File: config.mk
export PLATFORM = sky130hd
export DESIGN_NAME = scan_code_to_ascii_translator_core
export DESIGN_NICKNAME = d
export VERILOG_FILES = /design/src/rtl/core/scta_pkg.sv /design/src/rtl/core/scta_front.sv /design/src/rtl/core/scta_fifo.sv /design/src/rtl/core/scta_back.sv /design/src/rtl/core/scan_code_to_ascii_translator_core.sv
export SDC_FILE = /design/constraint.sdc
export NUM_CORES = 1
export LEC_CHECK = 0
export BUFFER_PORTS_ARGS = -buffer_cell sky130_fd_sc_hd__buf_4
export CORE_MARGIN = 3
export CORE_UTILIZATION = 47
export DETAILED_ROUTE_END_ITERATION = 10
export SLEW_MARGIN = 20
export SYNTH_ARGS = -nofsm -noshare
export SYNTH_HDL_FRONTEND = slang
export SYNTH_SLANG_ARGS = --single-unit
export TNS_END_PERCENT = 100
File: constraint.sdc
create_clock -name clk_i -period 4.1 [get_ports clk_i]
set_clock_uncertainty 0.05 [all_clocks]
set_input_delay 0.615 -clock clk_i [delete_from_list [all_inputs] [get_ports clk_i]]
set_output_delay 0.615 -clock clk_i [all_outputs]
set_load 0.02 [all_outputs]
File: src/rtl/core/scta_pkg.sv
// ----------------------------------------------------------------------------
// scta_pkg
// Types, request format and key tables shared by the scan code translator.
// ----------------------------------------------------------------------------
`default_nettype none

package scta_pkg;

  localparam logic [7:0] PrefixCode = 8'hE0;
  localparam logic [6:0] ShiftLCode = 7'h2A;
  localparam logic [6:0] ShiftRCode = 7'h36;
  localparam logic [6:0] CtrlCode   = 7'h1D;
  localparam logic [6:0] AltCode    = 7'h38;
  localparam logic [6:0] CapsCode   = 7'h3A;
  localparam logic [6:0] NumCode    = 7'h45;
  localparam logic [6:0] ScrollCode = 7'h46;
  localparam logic [5:0] CapsLo     = 6'h10;
  localparam logic [5:0] CapsHi     = 6'h32;
  localparam logic [6:0] LetterLoA  = 7'h61;
  localparam logic [6:0] LetterHiA  = 7'h7A;
  localparam logic [6:0] LetterLoU  = 7'h41;
  localparam logic [6:0] LetterHiU  = 7'h5A;

  typedef enum logic [2:0] {
    KindNone   = 3'd0,
    KindShift  = 3'd1,
    KindCtrl   = 3'd2,
    KindAlt    = 3'd3,
    KindCaps   = 3'd4,
    KindNum    = 3'd5,
    KindScroll = 3'd6,
    KindKey    = 3'd7
  } kind_e;

  typedef struct packed {
    kind_e      kind;
    logic       make;
    logic [5:0] code;
  } req_t;

  function automatic logic [6:0] plain_map(input logic [5:0] code);
    logic [6:0] ch;
    unique case (code)
      6'h01: ch = 7'h1B;  6'h02: ch = 7'h31;  6'h03: ch = 7'h32;  6'h04: ch = 7'h33;
      6'h05: ch = 7'h34;  6'h06: ch = 7'h35;  6'h07: ch = 7'h36;  6'h08: ch = 7'h37;
      6'h09: ch = 7'h38;  6'h0A: ch = 7'h39;  6'h0B: ch = 7'h30;  6'h0C: ch = 7'h2D;
      6'h0D: ch = 7'h3D;  6'h0E: ch = 7'h08;  6'h0F: ch = 7'h09;  6'h10: ch = 7'h71;
      6'h11: ch = 7'h77;  6'h12: ch = 7'h65;  6'h13: ch = 7'h72;  6'h14: ch = 7'h74;
      6'h15: ch = 7'h79;  6'h16: ch = 7'h75;  6'h17: ch = 7'h69;  6'h18: ch = 7'h6F;
      6'h19: ch = 7'h70;  6'h1A: ch = 7'h5B;  6'h1B: ch = 7'h5D;  6'h1C: ch = 7'h0A;
      6'h1E: ch = 7'h61;  6'h1F: ch = 7'h73;  6'h20: ch = 7'h64;  6'h21: ch = 7'h66;
      6'h22: ch = 7'h67;  6'h23: ch = 7'h68;  6'h24: ch = 7'h6A;  6'h25: ch = 7'h6B;
      6'h26: ch = 7'h6C;  6'h27: ch = 7'h3B;  6'h28: ch = 7'h27;  6'h29: ch = 7'h60;
      6'h2B: ch = 7'h5C;  6'h2C: ch = 7'h7A;  6'h2D: ch = 7'h78;  6'h2E: ch = 7'h63;
      6'h2F: ch = 7'h76;  6'h30: ch = 7'h62;  6'h31: ch = 7'h6E;  6'h32: ch = 7'h6D;
      6'h33: ch = 7'h2C;  6'h34: ch = 7'h2E;  6'h35: ch = 7'h2F;  6'h37: ch = 7'h2A;
      6'h39: ch = 7'h20;
      default: ch = 7'h00;
    endcase
    return ch;
  endfunction

  function automatic logic [6:0] shifted_map(input logic [5:0] code);
    logic [6:0] ch;
    unique case (code)
      6'h01: ch = 7'h1B;  6'h02: ch = 7'h21;  6'h03: ch = 7'h40;  6'h04: ch = 7'h23;
      6'h05: ch = 7'h24;  6'h06: ch = 7'h25;  6'h07: ch = 7'h5E;  6'h08: ch = 7'h26;
      6'h09: ch = 7'h2A;  6'h0A: ch = 7'h28;  6'h0B: ch = 7'h29;  6'h0C: ch = 7'h5F;
      6'h0D: ch = 7'h2B;  6'h0E: ch = 7'h08;  6'h0F: ch = 7'h09;  6'h10: ch = 7'h51;
      6'h11: ch = 7'h57;  6'h12: ch = 7'h45;  6'h13: ch = 7'h52;  6'h14: ch = 7'h54;
      6'h15: ch = 7'h59;  6'h16: ch = 7'h55;  6'h17: ch = 7'h49;  6'h18: ch = 7'h4F;
      6'h19: ch = 7'h50;  6'h1A: ch = 7'h7B;  6'h1B: ch = 7'h7D;  6'h1C: ch = 7'h0A;
      6'h1E: ch = 7'h41;  6'h1F: ch = 7'h53;  6'h20: ch = 7'h44;  6'h21: ch = 7'h46;
      6'h22: ch = 7'h47;  6'h23: ch = 7'h48;  6'h24: ch = 7'h4A;  6'h25: ch = 7'h4B;
      6'h26: ch = 7'h4C;  6'h27: ch = 7'h3A;  6'h28: ch = 7'h22;  6'h29: ch = 7'h7E;
      6'h2B: ch = 7'h7C;  6'h2C: ch = 7'h5A;  6'h2D: ch = 7'h58;  6'h2E: ch = 7'h43;
      6'h2F: ch = 7'h56;  6'h30: ch = 7'h42;  6'h31: ch = 7'h4E;  6'h32: ch = 7'h4D;
      6'h33: ch = 7'h3C;  6'h34: ch = 7'h3E;  6'h35: ch = 7'h3F;  6'h37: ch = 7'h2A;
      6'h39: ch = 7'h20;
      default: ch = 7'h00;
    endcase
    return ch;
  endfunction

endpackage

`default_nettype wire

File: src/rtl/core/scta_front.sv
// ----------------------------------------------------------------------------
// scta_front
// Classifies each raw scan code into a request for the back end.
// ----------------------------------------------------------------------------
`default_nettype none

module scta_front (
  input  wire logic [7:0]  scan_code_i,
  output scta_pkg::req_t   req_o
);

  logic       make;
  logic [6:0] code;

  assign make = ~scan_code_i[7];
  assign code = scan_code_i[6:0];

  always_comb begin
    req_o.make = make;
    req_o.code = code[5:0];
    req_o.kind = scta_pkg::KindNone;
    if (scan_code_i != scta_pkg::PrefixCode) begin
      if (code == scta_pkg::ShiftLCode || code == scta_pkg::ShiftRCode) begin
        req_o.kind = scta_pkg::KindShift;
      end else if (code == scta_pkg::CtrlCode) begin
        req_o.kind = scta_pkg::KindCtrl;
      end else if (code == scta_pkg::AltCode) begin
        req_o.kind = scta_pkg::KindAlt;
      end else if (code == scta_pkg::CapsCode) begin
        req_o.kind = make ? scta_pkg::KindCaps : scta_pkg::KindNone;
      end else if (code == scta_pkg::NumCode) begin
        req_o.kind = make ? scta_pkg::KindNum : scta_pkg::KindNone;
      end else if (code == scta_pkg::ScrollCode) begin
        req_o.kind = make ? scta_pkg::KindScroll : scta_pkg::KindNone;
      end else if (make && !code[6]) begin
        req_o.kind = scta_pkg::KindKey;
      end
    end
  end

endmodule

`default_nettype wire

File: src/rtl/core/scta_fifo.sv
// ----------------------------------------------------------------------------
// scta_fifo
// Small flop-based request queue between front and back end.
// ----------------------------------------------------------------------------
`default_nettype none

module scta_fifo #(
  parameter int Depth = 2
) (
  input  wire logic           clk_i,
  input  wire logic           rst_ni,
  input  wire logic           push_i,
  input  wire scta_pkg::req_t push_req_i,
  output logic                full_o,
  input  wire logic           pop_i,
  output scta_pkg::req_t      pop_req_o,
  output logic                empty_o
);

  localparam int PtrW = (Depth > 1) ? $clog2(Depth) : 1;
  localparam int CntW = $clog2(Depth + 1);

  scta_pkg::req_t mem_q [Depth];
  logic [PtrW-1:0] wr_ptr_q, wr_ptr_d;
  logic [PtrW-1:0] rd_ptr_q, rd_ptr_d;
  logic [CntW-1:0] count_q, count_d;
  logic            do_push;
  logic            do_pop;

  assign full_o    = (count_q == CntW'(Depth));
  assign empty_o   = (count_q == '0);
  assign do_push   = push_i & ~full_o;
  assign do_pop    = pop_i & ~empty_o;
  assign pop_req_o = mem_q[rd_ptr_q];

  always_comb begin
    wr_ptr_d = wr_ptr_q;
    rd_ptr_d = rd_ptr_q;
    count_d  = count_q;
    if (do_push) begin
      wr_ptr_d = (wr_ptr_q == PtrW'(Depth - 1)) ? '0 : wr_ptr_q + 1'b1;
    end
    if (do_pop) begin
      rd_ptr_d = (rd_ptr_q == PtrW'(Depth - 1)) ? '0 : rd_ptr_q + 1'b1;
    end
    if (do_push && !do_pop) begin
      count_d = count_q + 1'b1;
    end else if (do_pop && !do_push) begin
      count_d = count_q - 1'b1;
    end
  end

  always_ff @(posedge clk_i or negedge rst_ni) begin
    if (!rst_ni) begin
      wr_ptr_q <= '0;
      rd_ptr_q <= '0;
      count_q  <= '0;
    end else begin
      wr_ptr_q <= wr_ptr_d;
      rd_ptr_q <= rd_ptr_d;
      count_q  <= count_d;
    end
  end

  always_ff @(posedge clk_i) begin
    if (do_push) begin
      mem_q[wr_ptr_q] <= push_req_i;
    end
  end

endmodule

`default_nettype wire

File: src/rtl/core/scta_back.sv
// ----------------------------------------------------------------------------
// scta_back
// Keeps modifier and lock state, translates keys and holds the result.
// ----------------------------------------------------------------------------
`default_nettype none

module scta_back (
  input  wire logic           clk_i,
  input  wire logic           rst_ni,
  input  wire logic           req_valid_i,
  input  wire scta_pkg::req_t req_i,
  output logic                req_pop_o,
  output logic                out_valid_o,
  input  wire logic           out_stall_i,
  output logic                char_valid_o,
  output logic [6:0]          char_code_o,
  output logic                led_valid_o,
  output logic [2:0]          led_bits_o
);

  logic       shift_q, shift_d;
  logic       ctrl_q, ctrl_d;
  logic       alt_q, alt_d;
  logic       caps_q, caps_d;
  logic       num_q, num_d;
  logic       scroll_q, scroll_d;
  logic       out_valid_q;
  logic       char_valid_q, char_valid_d;
  logic [6:0] char_code_q, char_code_d;
  logic       led_valid_q, led_valid_d;
  logic [2:0] led_bits_q;
  logic       use_shifted;
  logic [6:0] ch;
  logic       is_letter;

  assign req_pop_o = req_valid_i & (~out_valid_q | ~out_stall_i);

  assign use_shifted = shift_q | (caps_q & (req_i.code >= scta_pkg::CapsLo)
                                        & (req_i.code <= scta_pkg::CapsHi));
  assign ch = use_shifted ? scta_pkg::shifted_map(req_i.code)
                          : scta_pkg::plain_map(req_i.code);
  assign is_letter = (ch >= scta_pkg::LetterLoA && ch <= scta_pkg::LetterHiA) ||
                     (ch >= scta_pkg::LetterLoU && ch <= scta_pkg::LetterHiU);

  always_comb begin
    shift_d      = shift_q;
    ctrl_d       = ctrl_q;
    alt_d        = alt_q;
    caps_d       = caps_q;
    num_d        = num_q;
    scroll_d     = scroll_q;
    char_valid_d = 1'b0;
    char_code_d  = '0;
    led_valid_d  = 1'b0;
    unique case (req_i.kind)
      scta_pkg::KindShift:  shift_d = req_i.make;
      scta_pkg::KindCtrl:   ctrl_d  = req_i.make;
      scta_pkg::KindAlt:    alt_d   = req_i.make;
      scta_pkg::KindCaps: begin
        caps_d      = ~caps_q;
        led_valid_d = 1'b1;
      end
      scta_pkg::KindNum: begin
        num_d       = ~num_q;
        led_valid_d = 1'b1;
      end
      scta_pkg::KindScroll: begin
        scroll_d    = ~scroll_q;
        led_valid_d = 1'b1;
      end
      scta_pkg::KindKey: begin
        char_valid_d = (ch != '0);
        char_code_d  = (ctrl_q && is_letter) ? {2'b00, ch[4:0]} : ch;
      end
      default: ;
    endcase
  end

  always_ff @(posedge clk_i or negedge rst_ni) begin
    if (!rst_ni) begin
      shift_q     <= 1'b0;
      ctrl_q      <= 1'b0;
      alt_q       <= 1'b0;
      caps_q      <= 1'b0;
      num_q       <= 1'b0;
      scroll_q    <= 1'b0;
      out_valid_q <= 1'b0;
    end else begin
      if (req_pop_o) begin
        shift_q  <= shift_d;
        ctrl_q   <= ctrl_d;
        alt_q    <= alt_d;
        caps_q   <= caps_d;
        num_q    <= num_d;
        scroll_q <= scroll_d;
      end
      if (req_pop_o) begin
        out_valid_q <= 1'b1;
      end else if (!out_stall_i) begin
        out_valid_q <= 1'b0;
      end
    end
  end

  always_ff @(posedge clk_i) begin
    if (req_pop_o) begin
      char_valid_q <= char_valid_d;
      char_code_q  <= char_code_d;
      led_valid_q  <= led_valid_d;
      led_bits_q   <= {caps_d, num_d, scroll_d};
    end
  end

  assign out_valid_o  = out_valid_q;
  assign char_valid_o = char_valid_q;
  assign char_code_o  = char_code_q;
  assign led_valid_o  = led_valid_q;
  assign led_bits_o   = led_bits_q;

endmodule

`default_nettype wire

File: src/rtl/core/scan_code_to_ascii_translator_core.sv
// ----------------------------------------------------------------------------
// scan_code_to_ascii_translator_core
// Set-1 scan code to US ASCII translator with modifier and lock tracking.
// ----------------------------------------------------------------------------
// Input channel: in_valid_i / in_stall_o with one raw scan code byte per
// request. Output channel: out_valid_o / out_stall_i with one result per
// request: a character (char_valid_o, char_code_o) and the lock LED bits
// (led_valid_o, led_bits_o), which always shows the current lock toggles.
// Each request is classified on entry and queued; the back end pops one
// request per cycle while the receiver does not stall, updates the
// modifier and lock state and loads the output register.
// Throughput: one request per cycle while the receiver does not stall,
// set by the single back-end lookup.
// Reset clears all modifier and lock state, empties the queue and drops
// any pending result.
// While the receiver stalls, the result holds and up to QueueDepth further
// requests are taken before in_stall_o rises.
// ----------------------------------------------------------------------------
`default_nettype none

module scan_code_to_ascii_translator_core #(
  parameter int QueueDepth = 2
) (
  input  wire logic       clk_i,
  input  wire logic       rst_ni,
  input  wire logic       in_valid_i,
  output logic            in_stall_o,
  input  wire logic [7:0] scan_code_i,
  output logic            out_valid_o,
  input  wire logic       out_stall_i,
  output logic            char_valid_o,
  output logic [6:0]      char_code_o,
  output logic            led_valid_o,
  output logic [2:0]      led_bits_o
);

  scta_pkg::req_t front_req;
  scta_pkg::req_t back_req;
  logic           q_full;
  logic           q_empty;
  logic           q_pop;

  scta_front u_front (
    .scan_code_i (scan_code_i),
    .req_o       (front_req)
  );

  scta_fifo #(
    .Depth (QueueDepth)
  ) u_fifo (
    .clk_i      (clk_i),
    .rst_ni     (rst_ni),
    .push_i     (in_valid_i),
    .push_req_i (front_req),
    .full_o     (q_full),
    .pop_i      (q_pop),
    .pop_req_o  (back_req),
    .empty_o    (q_empty)
  );

  scta_back u_back (
    .clk_i        (clk_i),
    .rst_ni       (rst_ni),
    .req_valid_i  (~q_empty),
    .req_i        (back_req),
    .req_pop_o    (q_pop),
    .out_valid_o  (out_valid_o),
    .out_stall_i  (out_stall_i),
    .char_valid_o (char_valid_o),
    .char_code_o  (char_code_o),
    .led_valid_o  (led_valid_o),
    .led_bits_o   (led_bits_o)
  );

  assign in_stall_o = q_full;

endmodule

`default_nettype wire
; Word-level counts from Yosys, hierarchy flattened
; Memory sizes are Yosys's and may differ from the RTL's.
; Cells that the tools add are included.
; W data, S select, Z words.
[word_totals]
mem_count = 3
mem_bits_ro = 896
output_inout_bits = 14
elab_cells = 101
ram_bits = 20
inputBits = 12
regBits = 22
[classes]
n_lt_le_gt_ge = 6
n_bitwise = 16
reduce_logical = 18
add_sub_neg = 4
n_mux = 24
eq_ne = 16
[mem_list]
columns = name, words, width, rd, rd_ports_with_merged_regs, write_ports, line_no
row1 = (no name shown), 64, 7, 1, 0, 0, scta_pkg.sv:43  ; unique case (code)
row2 = (no name shown), 64, 7, 1, 0, 0, scta_pkg.sv:65  ; unique case (code)
row3 = u_fifo.mem_q, 2, 10, 1, 0, 1, scta_fifo.sv:23  ; scta_pkg::req_t mem_q [Depth];
[op_table]
columns = cell, count
row1 = $mux W3, 11
row2 = $eq A7 B6 Y1 const B, 4
row3 = $eq A7 B7 Y1 const B, 2
row4 = $ge A7 B7 Y1 const B, 2
row5 = $le A7 B7 Y1 const B, 2
row6 = $eq A3 B3 Y1 const B, 4
row7 = $mux W1, 10
row8 = $not A1 Y1, 9
row9 = $ne A8 B8 Y1 const B, 1
row10 = $eq A7 B5 Y1 const B, 1
row11 = $mux W7, 1
row12 = $reduce_bool A7 Y1, 1
row13 = $ge A6 B5 Y1 const B, 1
row14 = $le A6 B6 Y1 const B, 1
row15 = $logic_and A1 B1 Y1, 6
row16 = $and A1 B1 Y1, 5
row17 = $mux W2, 2
row18 = $reduce_and A2 Y1, 2
row19 = $eq A3 B1 Y1 const B, 1
row20 = $eq A3 B2 Y1 const B, 1
row21 = $logic_not A1 Y1, 3
row22 = $reduce_or A3 Y1, 1
row23 = $add A1 B1 Y1 const B, 2
row24 = $add A2 B1 Y2 const B, 1
row25 = 8 further kinds, 10

; Longest topological paths before layout
; Gate-level depths: netlist (run 1).
; An unclocked memory read counts as a cell.
[logic_depth]
ltp_word = 11
ltp_mapped = 14
mapped_depth_nobuf = 11

; Cells and area by module
; From an unflattened synthesis (run 1), not the netlist that was laid out.
[hier_totals]
cells_unflattened = 328
hier_area_um2 = 3275.6
[modules_own_cells]
columns = mod, n_inst, area_per_inst_um2, cells_each
row1 = scta_back, 1, 2077.0, 241
row2 = scta_fifo, 1, 927.1, 50
row3 = scta_front, 1, 267.8, 36
row4 = scan_code_to_ascii_translator_core, 1, 3.8, 1

; Worst setup path after synthesis (run 1)
; OpenSTA, ideal clock, no wires.
[synth_timing]
path_kind = flip-flop to flip-flop
start = reg u_fifo.rd_ptr_q
end = reg u_back.char_code_q[6] (netlist: u_back.char_code_o[6]), data pin
required_time_ns = 3.880
setup_slack_ns = 0.669
path_buffers = 3
path_stages_with_launch = 14
setup_time_ns = 0.170
t_arrival_ns = 3.211
cell_sequence = dfrtp_1 buf_6 buf_4 mux2i_2 inv_2 ha_1 clkbuf_1 and3_1 or4b_1 a211oi_2 o31ai_1 and4bb_1 nand2_1 a311oi_2
[synth_via]
elab_chain_cells = 11
word_cells_on_any_way = 20
[synth_lines]
columns = item, line_no
row1 = "start, declared", scta_fifo.sv:25  ; logic [PtrW-1:0] rd_ptr_q, rd_ptr_d;
row2 = "start signal, assigned", scta_fifo.sv:60  ; rd_ptr_q <= rd_ptr_d;
row3 = $mem_v2 Z2 W10 *, --
row4 = $ge A6 B5 Y1, scta_back.sv:38  ; assign use_shifted = shift_q | (caps_q & (req_i.code >= scta_pkg::CapsLo)
row5 = $and A1 B1 Y1, scta_back.sv:38
row6 = $and A1 B1 Y1, scta_back.sv:39  ; & (req_i.code <= scta_pkg::CapsHi));
row7 = $or A1 B1 Y1, scta_back.sv:38
row8 = $mux W7, scta_back.sv:40  ; assign ch = use_shifted ? scta_pkg::shifted_map(req_i.code)
row9 = $ge A7 B7 Y1 (tied with other cells), scta_back.sv:42  ; assign is_letter = (ch >= scta_pkg::LetterLoA && ch <= scta_pkg::LetterHiA) ||
row10 = "$logic_and A1 B1 Y1, on equally long branches", "scta_back.sv:42, scta_back.sv:43"
row11 = $logic_or A1 B1 Y1, scta_back.sv:42
row12 = $logic_and A1 B1 Y1, scta_back.sv:73  ; char_code_d = (ctrl_q && is_letter) ? {2'b00, ch[4:0]} : ch;
row13 = $reduce_or A2 Y1 (no source line), --
row14 = "end signal, assigned", scta_back.sv:108  ; char_code_q <= char_code_d;
row15 = "end, declared", scta_back.sv:29  ; logic [6:0] char_code_q, char_code_d;
; Every way passes the cells marked *; elsewhere a longest branch is shown, timed or not.
; A chain may end at the register's enable or synchronous reset.

; Worst setup path in the final report (run 1)
; Same ends and word-level chain as after synthesis.

==> results.ini, run 1 <==
[worst_setup_path]
critPathLaunchType = flop
reg2reg_slack_ps = 560
cp-end-kind = flop
crit_arrival_ps = 3610
r2r-start = u_fifo.rd_ptr_q
reg2regPathDepth = 12
worstPathMaxFanout = 12
required_ps = 4170
crit_start = u_fifo.rd_ptr_q
path_class = flop to flop
crit_end = u_back.char_code_o[6]
rr_endpoint = u_back.char_code_o[6]

[finish]
nets = 412
final_cells = 486
num_antenna_cells = 0
final_layout_size_suffix_gt1_share_pct = 14.6
areaGrowthSynthToFinish_pct = 10.0
seq_area_um2 = 1210
fillCellCount = 643
multiInputGateArea_um2 = 1970

[global_routing]
antenna_found_initial = 0
grt-ovfl-total = 0
grt_usage_pct = 20.7
grt_pass1_vias = 2762
grt_max_degree = 32
grt_pass1_wl_um = 13900

[clock_tree]
cts_buffers = 5
post-cts-setup-buffers = 0
cts_buffer_depth = 2
htree_num_levels = 2
clkLatencyLatePin_ps = 290
holdBufCountCts = 0
clkTransAtPathRegs_ps = 80
clock_sink_count = 42
cts_tree = done
postCtsResizedCells = 0
cts_root_buffer = clkbuf_8

[logic_synthesis]
syn_area_um2 = 3350
async_flop_share_pct = 23.8
synthMuxAreaShare_pct = 9.03
synth_fa_ha_area_share_pct = 4.10
synth_compound_area_share_pct = 20.5
synth-xor-area-share_pct = 3.92
synth_ff_type = edfxtp_1
synth_top_area_share_pct = 28.6
ys_seq_area_share_pct = 36.1
netlist_instances = 373
synthDistinctLibCells = 68
synth.area.top_cells = edfxtp_1 (29%), dfrtp_1 (7.5%), mux2i_1 (4.8%)
synth_top_family_by_area = simple AND/OR/NAND/NOR gates
synth-seq-cells = 42
postSynthAreaPerCell_um2 = 8.99
synthSimpleGateAreaFrac_pct = 21.2
synth_area_leader_cell = edfxtp_1
synth_enable_flop_cells = 32
synth_warnings = 0
syn_nets = 396

[sta]
period_needed_ps = 3540
rsz0062_at_grt = no
slew_violations = 0
tightest_slew_ps = 801
fmax_ghz = 0.283
hold_viol = 0
fin_crit_sh_pct = 86.3
setup_violations = 0
maxSlewHeadroom_pct = 46.4
setup_tns_ps = 0

[drt]
firstDrtPassIters = 5
via_count = 2931
postRouteAntennaNets = 0
wl_per_cell_um = 17.3
drc = 0
vias_per_cell = 6.03
routed_wl_um = 8400
first_iter_violations = 262

[die]
dieHeight_um = 90.5
die-area_um2 = 8190
coreArea_um2 = 6870
die_w_um = 90.5
start_util_pct = 48.8
rows = 30
ioPinCount = 26

[min_path]
hp-class = input port to asynchronous set/reset pin

[power]
p_leak_nw = 1.42
ir_worst_vdd_mv = 0.286
p_per_area_nw_per_um2 = 788

[run]
maxCapViolCount = 0

[placed_design]
hpwl_um = 6330
port_buffers = 25
globalplace.congestion = 0.979
dpl.cell_count = 478

[status]
status = complete, no violations

## cell type report
type | instances | area share, %
well taps | 96 | 3.26
inverters | 16 | 1.63
multi-input cells | 292 | 53.4
clock buffers | 6 | 1.97
clock inverters | 2 | 0.373
flip-flops and latches | 42 | 32.8
repair buffers | 32 | 6.51
## cells in the final DEF (no fill, tap or decap), types with 13 or more instances in the layout
cell and count:
nand2_1 35, mux2i_1 16, edfxtp_1 32, o21ai_0 13
a21oi_1 18, nand3_1 13, nor2_1 32, buf_4 32
inv_1 13
## per-layer routing
metal,wire (um),up-vias,track usage (%)
met2,3900,119,33.2
met4,284,0,8.80
met3,561,23,3.92
met1,3650,1353,27.4
li1,-,1436,-
met5,0,-,0
## cells in the mapped netlist (7+ instances only)
cell      number
nand2_1       35
edfxtp_1      32
nor2_1        32
a21oi_1       18
mux2i_1       16
inv_1         13
nand3_1       13
o21ai_0       13
buf_2         11
ha_1          11
nor3_1        11
o211ai_1      11
xnor2_1       11
dfrtp_1       10
nand2b_1      10
nor2b_1        8
a31oi_1        7
clkbuf_1       7
mux2_2         7
o21ai_1        7
o22ai_1        7
## worst max-delay path: stages (launching register included)
cell and delay, ps:
dfrtp_1 410, buf_4 230, mux2i_2 350, inv_2 180, ha_1 350, nor2b_1 180
nor3_1 220, nor3_1 100, a221o_1 270, a211oi_1 410, and4bb_1 280, nand2_1 90
a311oi_2 260
## cells by family after synthesis
family | after synthesis
and+or+nand+nor | 139
AOI/OAI and AO/OA | 100
DFF | 42
buffers and inverters | 39
muxes | 27
xor gates and xnor gates | 15
adders and majority gates | 11
## report_power, final
part           internal, mW  switching (mW)  total (mW)
clock                 0.120           0.141       0.261
sequential            0.649           0.128       0.777
combinational         0.724            1.15        1.87
## registers in the layout, summed over array words and instances, names as in the netlist, 2 cells and up
signal and cells:
u_back.char_code_o 7, u_back.led_bits_o 3, u_fifo.count_q 2, u_fifo.mem_q 20
## through the flow
stage | hold slack (ps) | power [mW] | setup slack (ps) | cell area, um^2 | util, %
after floorplan | 269 | 2.15 | 669 | 3350 | -
after global placement | 412 | 2.64 | 656 | 3600 | 52.5
after detailed placement | 416 | 2.62 | 605 | 3600 | 52.5
after CTS | 103 | 2.89 | 594 | 3690 | 53.7
after global routing | 91.9 | 3.14 | 275 | 3690 | 53.7
final | 102 | 2.91 | 562 | 3690 | 53.7
## worst min-delay path by stage
stage | start | end | slack (ps) | depth (start not counted)
final | rst_ni | u_back.num_q | 100 | 1
after global routing | rst_ni | u_back.out_valid_o | 90 | 1
after CTS | rst_ni | u_back.num_q | 100 | 1
after detailed placement | rst_ni | u_back.num_q | 420 | 1
after global placement | rst_ni | u_back.num_q | 410 | 1
after floorplan | rst_ni | u_back.caps_q | 270 | 0
Note: power is estimated with default switching activity, not from simulation.
==> run 2, diff against run 1 <==
--- a/config.mk
+++ b/config.mk
@@ -12,5 +12,6 @@
 export SLEW_MARGIN = 20
 export SYNTH_ARGS = -nofsm -noshare
 export SYNTH_HDL_FRONTEND = slang
+export SYNTH_HIERARCHICAL = 1
 export SYNTH_SLANG_ARGS = --single-unit
 export TNS_END_PERCENT = 100
==> results.ini, run 2 <==
[logic_synthesis]
synth_top_area_share_pct = 29.3  ; +0.69 points
synthMuxAreaShare_pct = 9.17  ; +0.14 points
syn_nets = 355  ; -10%
synthTopCellsByCount = edfxtp_1 (32), nand2_1 (25), nor2_1 (22), o21ai_0 (17), ha_1 (15)
syn_area_um2 = 3280  ; -2.3%
synth_compound_area_share_pct = 19.6  ; -0.88 points
netlist_instances = 328  ; -12%
synth_ff_type = edfxtp_1
synth_area_leader_cell = edfxtp_1
ys_seq_area_share_pct = 37.0  ; +0.87 points
synth_fa_ha_area_share_pct = 5.73  ; +1.6 points
synth-seq-cells = 42  ; unchanged
synth_enable_flop_cells = 32  ; unchanged
synthDistinctLibCells = 73  ; +7.4%
yosysMostFrequentCell = edfxtp_1
synthSimpleGateAreaFrac_pct = 18.6  ; -2.6 points
synth-xor-area-share_pct = 3.71  ; -0.21 points
postSynthAreaPerCell_um2 = 9.99  ; +11%
synth_warnings = 6  ; +6
synth_top_family_by_area = compound AO/OA/AOI/OAI gates
synth.area.top_cells = edfxtp_1 (29%), dfrtp_1 (7.6%), ha_1 (5.7%)
async_flop_share_pct = 23.8  ; unchanged

[drt]
via_count = 2566  ; -12%
firstDrtPassIters = 5  ; unchanged
routed_wl_um = 7110  ; -15%
first_iter_violations = 302  ; +15%
drc = 0  ; unchanged
postRouteAntennaNets = 0  ; unchanged
wl_per_cell_um = 16.1  ; -6.5%
vias_per_cell = 5.83  ; -3.3%

[finish]
final_cells = 440  ; -9.5%
areaGrowthSynthToFinish_pct = 11.0
final_util_pct = 55.3  ; +1.6 points
final_layout_size_suffix_gt1_share_pct = 19.0  ; +4.4 points
largest_register_ffs = 20  ; unchanged
nets = 373  ; -9.5%
regMostFlops = u_fifo/mem_q
layout_common_cells = buf_4 (34), edfxtp_1 (32), nand2_1 (25), nor2_1 (22), o21ai_0 (17)
num_antenna_cells = 0  ; unchanged
final_common_cell = buf_4

[global_routing]
grt_usage_pct = 18.7  ; -2.0 points
antenna_found_initial = 0  ; unchanged
grt_pass1_wl_um = 11600  ; -16%
grt_pass1_vias = 2299  ; -17%
grt_max_degree = 54  ; +69%
grt-ovfl-total = 0  ; unchanged

[die]
die-area_um2 = 8010  ; -2.2%
coreArea_um2 = 6570  ; -4.4%
rows = 29  ; -3.3%
ioPinCount = 26  ; unchanged
die_w_um = 89.5  ; -1.1%
dieHeight_um = 89.5  ; -1.1%
start_util_pct = 49.9  ; +1.0 points

[power]
p_leak_nw = 1.43  ; +0.59%
ir_worst_vdd_mv = 0.340  ; +19%
power_mw = 2.96  ; +1.8%
p_seq_share_pct = 24.5  ; -2.2 points
p_per_area_nw_per_um2 = 814  ; +3.3%
p_switching_mw = 1.35  ; -4.5%
clock_power_share_pct = 9.1  ; about the same
p_comb_share_pct = 66.4  ; +2.1 points
sw_frac_of_total_pct = 45.7  ; -3.0 points
internal_power_mw = 1.61  ; +7.6%

[sta]
setup_slack_ps = 568  ; +5.50 ps
setup_tns_ps = 0  ; unchanged
setup_violations = 0  ; unchanged
rsz0062_at_grt = no
fmax_ghz = 0.283  ; +0.16%
tightest_slew_ps = 903  ; +102 ps
hold_viol = 0  ; unchanged
period_needed_ps = 3530  ; -5.50 ps
maxSlewHeadroom_pct = 39.6  ; -6.8 points
fin_crit_sh_pct = 86.1  ; -0.13 points
slew_violations = 0  ; unchanged

[status]
status = complete, no violations

[clock_tree]
htree_num_levels = 2  ; unchanged
cts_root_buffer = clkbuf_8
post-cts-setup-buffers = 0  ; unchanged
cts_buffer_depth = 2  ; unchanged
clkLatencyLatePin_ps = 290  ; about the same
postCtsResizedCells = 0  ; unchanged
cts_buffers = 5  ; unchanged
clkTransAtPathRegs_ps = 80  ; about the same
clock_sink_count = 42  ; unchanged
cts_tree = done
holdBufCountCts = 0  ; unchanged

[placed_design]
globalplace.congestion = 0.949  ; -3.1%
hpwl_um = 5340  ; -16%
dpl.cell_count = 432  ; -9.6%
port_buffers = 25  ; unchanged
place_ws_ps = 581  ; -23.8 ps

[worst_setup_path]
path_cells = mux2_1 -> inv_1 -> ha_1 -> mux2_2 -> and3_1 -> a311oi_1 -> a31oi_1 -> a221o_1 -> or4_4 -> o21ba_2
cp-end-kind = flop
path_class = flop to flop
required_ps = 4100  ; -70 ps
worstPathMaxFanout = 7  ; -5
slowest_stage = or4_4
crit_arrival_ps = 3530  ; -80 ps
critPathLaunchType = flop
cpPeakStageDelay_ps = 510  ; +100 ps

[run]
maxCapViolCount = 0  ; unchanged

[min_path]
hp-class = input port to asynchronous set/reset pin

-- run 2: changes by cell type after synthesis, sizes merged, moves of 5 or more --
cell / previous run / this run
mux2i: 20 / 6
o211ai: 11 / 4
mux2: 7 / 15
o31ai: 5 / 0
nand3: 13 / 4
nand2: 35 / 26
nor3: 11 / 2
nor2: 32 / 22
a21oi: 18 / 12
-- run 2: cell families (layout without fill, tap and decap cells) --
| kind of cell | Yosys count | after routing |
|---|---|---|
| xor+xnor | 13 | 13 |
| fa+ha+maj | 15 | 15 |
| buf+inv | 40 | 59 |
| compound gates | 86 | 86 |
| flops | 42 | 42 |
| simple gates | 108 | 108 |
| mux | 24 | 24 |
-- run 2: worst max-delay path: cells and delay by family (launching register included) --
kind | cells | cell delay (ps)
AOI/OAI and AO/OA | 4 | 870
adders and majority gates | 1 | 330
buffers and inverters | 1 | 150
DFF | 1 | 450
muxes | 2 | 770
and+or+nand+nor | 2 | 690
-- run 2: final cells by class --
cell class / count / area [um^2]
repair buffers: 36 / 295
multi-input cells: 246 / 1860
clock inverters: 2 / 11.3
clock buffers: 6 / 82.6
flip-flops and latches: 42 / 1210
well taps: 93 / 116
inverters: 15 / 56.3
fillers: 584 / 2930
-- run 2: power groups by stage --
stage | Combinational (mW) | Clock [mW] | Sequential [mW]
after detailed placement | 1.94 | 0 | 0.736
after global routing | 2.14 | 0.298 | 0.747
after global placement | 1.96 | 0 | 0.734
after CTS | 1.95 | 0.281 | 0.727
after floorplan | 1.37 | 0 | 0.793
final | 1.96 | 0.269 | 0.726
-- run 2: stage by stage --
step | area [um^2] | hold slack, ps
after global routing | 3630 | 86.6
after CTS | 3630 | 88.7
after detailed placement | 3540 | 418
after floorplan | 3280 | 269
after global placement | 3540 | 412
final | 3630 | 93.2
-- run 2: path summary, 6_finish.rpt --
check	endpoint	slack [ps]	from	cells after the start
min in group clk_i	u_back/num_q	450	u_back/num_q	1
worst min register to register	u_back/num_q	450	u_back/num_q	1
worst max register to register	u_back/char_valid_o	570	u_fifo/rd_ptr_q	10
max in group asynchronous	u_fifo/wr_ptr_q	3740	rst_ni	1
worst max-delay path	u_back/char_valid_o	570	u_fifo/rd_ptr_q	10
worst min-delay path	u_back/shift_q	90	rst_ni	1
-- run 2: per-layer routing --
metal / global-route usage (%) / share of wire (%)
met2: 27.9 / 44
met1: 27.9 / 48
met5: 0 / 0
met3: 3.59 / 6.8
met4: 4.87 / 0.73
==> run 3, diff against run 2 <==
--- a/config.mk
+++ b/config.mk
@@ -6,9 +6,12 @@
 export NUM_CORES = 1
 export LEC_CHECK = 0
 export BUFFER_PORTS_ARGS = -buffer_cell sky130_fd_sc_hd__buf_4
+export CELL_PAD_IN_SITES_DETAIL_PLACEMENT = 2
+export CELL_PAD_IN_SITES_GLOBAL_PLACEMENT = 2
 export CORE_MARGIN = 3
-export CORE_UTILIZATION = 47
+export CORE_UTILIZATION = 39
 export DETAILED_ROUTE_END_ITERATION = 10
+export PLACE_DENSITY_LB_ADDON = 0.1
 export SLEW_MARGIN = 20
 export SYNTH_ARGS = -nofsm -noshare
 export SYNTH_HDL_FRONTEND = slang
==> results.ini, run 3 (synthesis gave the netlist of run 2 again) <==
[worst_setup_path]
r2r-start = u_fifo/rd_ptr_q
worstPathMaxFanout = 21  ; +14
cpPeakStageDelay_ps = 670  ; +160 ps
crit_arrival_ps = 3900  ; +370 ps
slowest_stage = dfrtp_1
reg2regPathDepth = 10  ; unchanged
cp-end-kind = flop
crit_buf_inv = 1  ; unchanged
critPathLaunchType = flop
path_cells = mux2_1 -> buf_4 -> ha_1 -> mux2_2 -> a31o_2 -> a221o_1 -> a21oi_1 -> nand2_1 -> or4_4 -> o21ba_2
rr_endpoint = u_back/char_valid_o
crit_family = compound AO/OA/AOI/OAI gates
required_ps = 4110  ; about the same
reg2reg_slack_ps = 210  ; -360 ps
path_class = flop to flop

[sta]
rsz0062_at_grt = no
slew_violations = 0  ; unchanged
period_needed_ps = 3890  ; +361 ps
setup_violations = 0  ; unchanged
tightest_slew_ps = 902  ; -1.40 ps
fmax_ghz = 0.257  ; -9.3%
setup_tns_ps = 0  ; unchanged
hold_viol = 0  ; unchanged
maxSlewHeadroom_pct = 39.7  ; +0.094 points
holdWs_ps = 86.2  ; -7.01 ps
fin_crit_sh_pct = 95.0  ; +8.8 points

[status]
status = complete, no violations

[finish]
final_cells = 452  ; +2.7%
largest_register_ffs = 20  ; unchanged
areaGrowthSynthToFinish_pct = 11.4
num_antenna_cells = 0  ; unchanged
regMostFlops = u_fifo/mem_q
layout_common_cells = buf_4 (38), edfxtp_1 (32), nand2_1 (25), nor2_1 (22), o21ai_0 (17)
final_common_cell = buf_4
nets = 376  ; +0.80%
final_layout_size_suffix_gt1_share_pct = 19.4  ; +0.41 points

[global_routing]
antenna_found_initial = 0  ; unchanged
grt-ovfl-total = 0  ; unchanged
grt_usage_pct = 21.2  ; +2.4 points
grt_pass1_vias = 2865  ; +25%
grt_max_degree = 41  ; -24%
grt_pass1_wl_um = 16100  ; +38%

[die]
coreArea_um2 = 7930  ; +21%
rows = 32  ; +10%
die-area_um2 = 9530  ; +19%
die_w_um = 97.6  ; +9.1%
start_util_pct = 41.3  ; -8.6 points
dieHeight_um = 97.6  ; +9.1%
ioPinCount = 26  ; unchanged

[power]
p_per_area_nw_per_um2 = 855  ; +5.0%
p_leak_nw = 1.43  ; +0.27%
ir_worst_vdd_mv = 0.398  ; +17%

[placed_design]
globalplace.congestion = 0.913  ; -3.8%
port_buffers = 25  ; unchanged
hpwl_um = 7340  ; +38%
dpl.cell_count = 444  ; +2.8%

[clock_tree]
clkTransAtPathRegs_ps = 90  ; about the same
clock_sink_count = 42  ; unchanged
cts_buffer_depth = 2  ; unchanged
cts_root_buffer = clkbuf_8
post-cts-setup-buffers = 0  ; unchanged
postCtsResizedCells = 0  ; unchanged
htree_num_levels = 2  ; unchanged
cts_buffers = 5  ; unchanged
clkLatencyLatePin_ps = 300  ; about the same
cts_tree = done
holdBufCountCts = 0  ; unchanged

[drt]
first_iter_violations = 128  ; -58%
vias_per_cell = 5.89  ; +1.1%
postRouteAntennaNets = 0  ; unchanged
routed_wl_um = 9940  ; +40%
wl_per_cell_um = 22.0  ; +36%
drc = 0  ; unchanged
via_count = 2664  ; +3.8%
firstDrtPassIters = 4  ; -1

[min_path]
hp-class = input port to asynchronous set/reset pin

[run]
maxCapViolCount = 0  ; unchanged

[run 3: cell types whose count changed in the layout (fill, tap and decap cells not counted)]
cell	delta
inv_4	-1
clkinv_4	+1
clkbuf_1	+1
buf_4	+4
clkbuf_8	-1
buf_12	-1
[run 3: area by class of cell]
type / count / area (um^2)
fill: 876 / 4280
multi-input combinational: 246 / 1860
sequential: 42 / 1210
timing repair buffer: 39 / 305
tap: 102 / 128
clock buffer: 6 / 72.6
inverter: 15 / 56.3
clock inverter: 2 / 13.8
[run 3: routing by layer]
metal / share of wire, % / up-vias / GRT usage [%]
li1: - / 1262 / -
met5: 0 / - / 0
met2: 49 / 49 / 35.9
met4: 0.61 / 0 / 3.41
met1: 46 / 1347 / 29.4
met3: 4.0 / 6 / 2.51
[run 3: worst max-delay path by stage]
stage	startpoint	to	slack, ps	cells after the start
4_1_cts	u_fifo/rd_ptr_q	u_back/char_valid_o	230	10
5_1_grt	u_fifo/rd_ptr_q	u_back/char_code_o[6]	40	10
3_3_place_gp	u_fifo/rd_ptr_q	u_back/char_valid_o	330	10
6_report	u_fifo/rd_ptr_q	u_back/char_valid_o	210	10
2_1_floorplan	u_fifo/rd_ptr_q	u_back/char_valid_o	460	12
3_5_place_dp	u_fifo/rd_ptr_q	u_back/char_valid_o	270	10
[run 3: through the flow]
stage	utilization (%)	cell area [um^2]	worst slack [ps]	power (mW)
final	46.0	3650	207	3.12
after global routing	46.0	3650	40.6	3.35
after CTS	46.0	3650	226	3.12
after detailed placement	44.9	3560	268	2.83
after global placement	44.9	3560	335	2.74
after floorplan	-	3280	456	2.16
[run 3: worst register-to-register path, stage by stage, from the launching register on]
cell and delay, ps:
dfrtp_1 670, mux2_1 420, buf_4 240, ha_1 340, mux2_2 320, a31o_2 250
a221o_1 320, a21oi_1 270, nand2_1 100, or4_4 440, o21ba_2 230
[run 3: report_power, final]
group | internal [mW] | leakage (nW) | switching [mW] | total, mW
Clock | 0.121 | 0.0452 | 0.155 | 0.275
Sequential | 0.649 | 0.423 | 0.0998 | 0.749
Combinational | 0.828 | 0.966 | 1.27 | 2.09
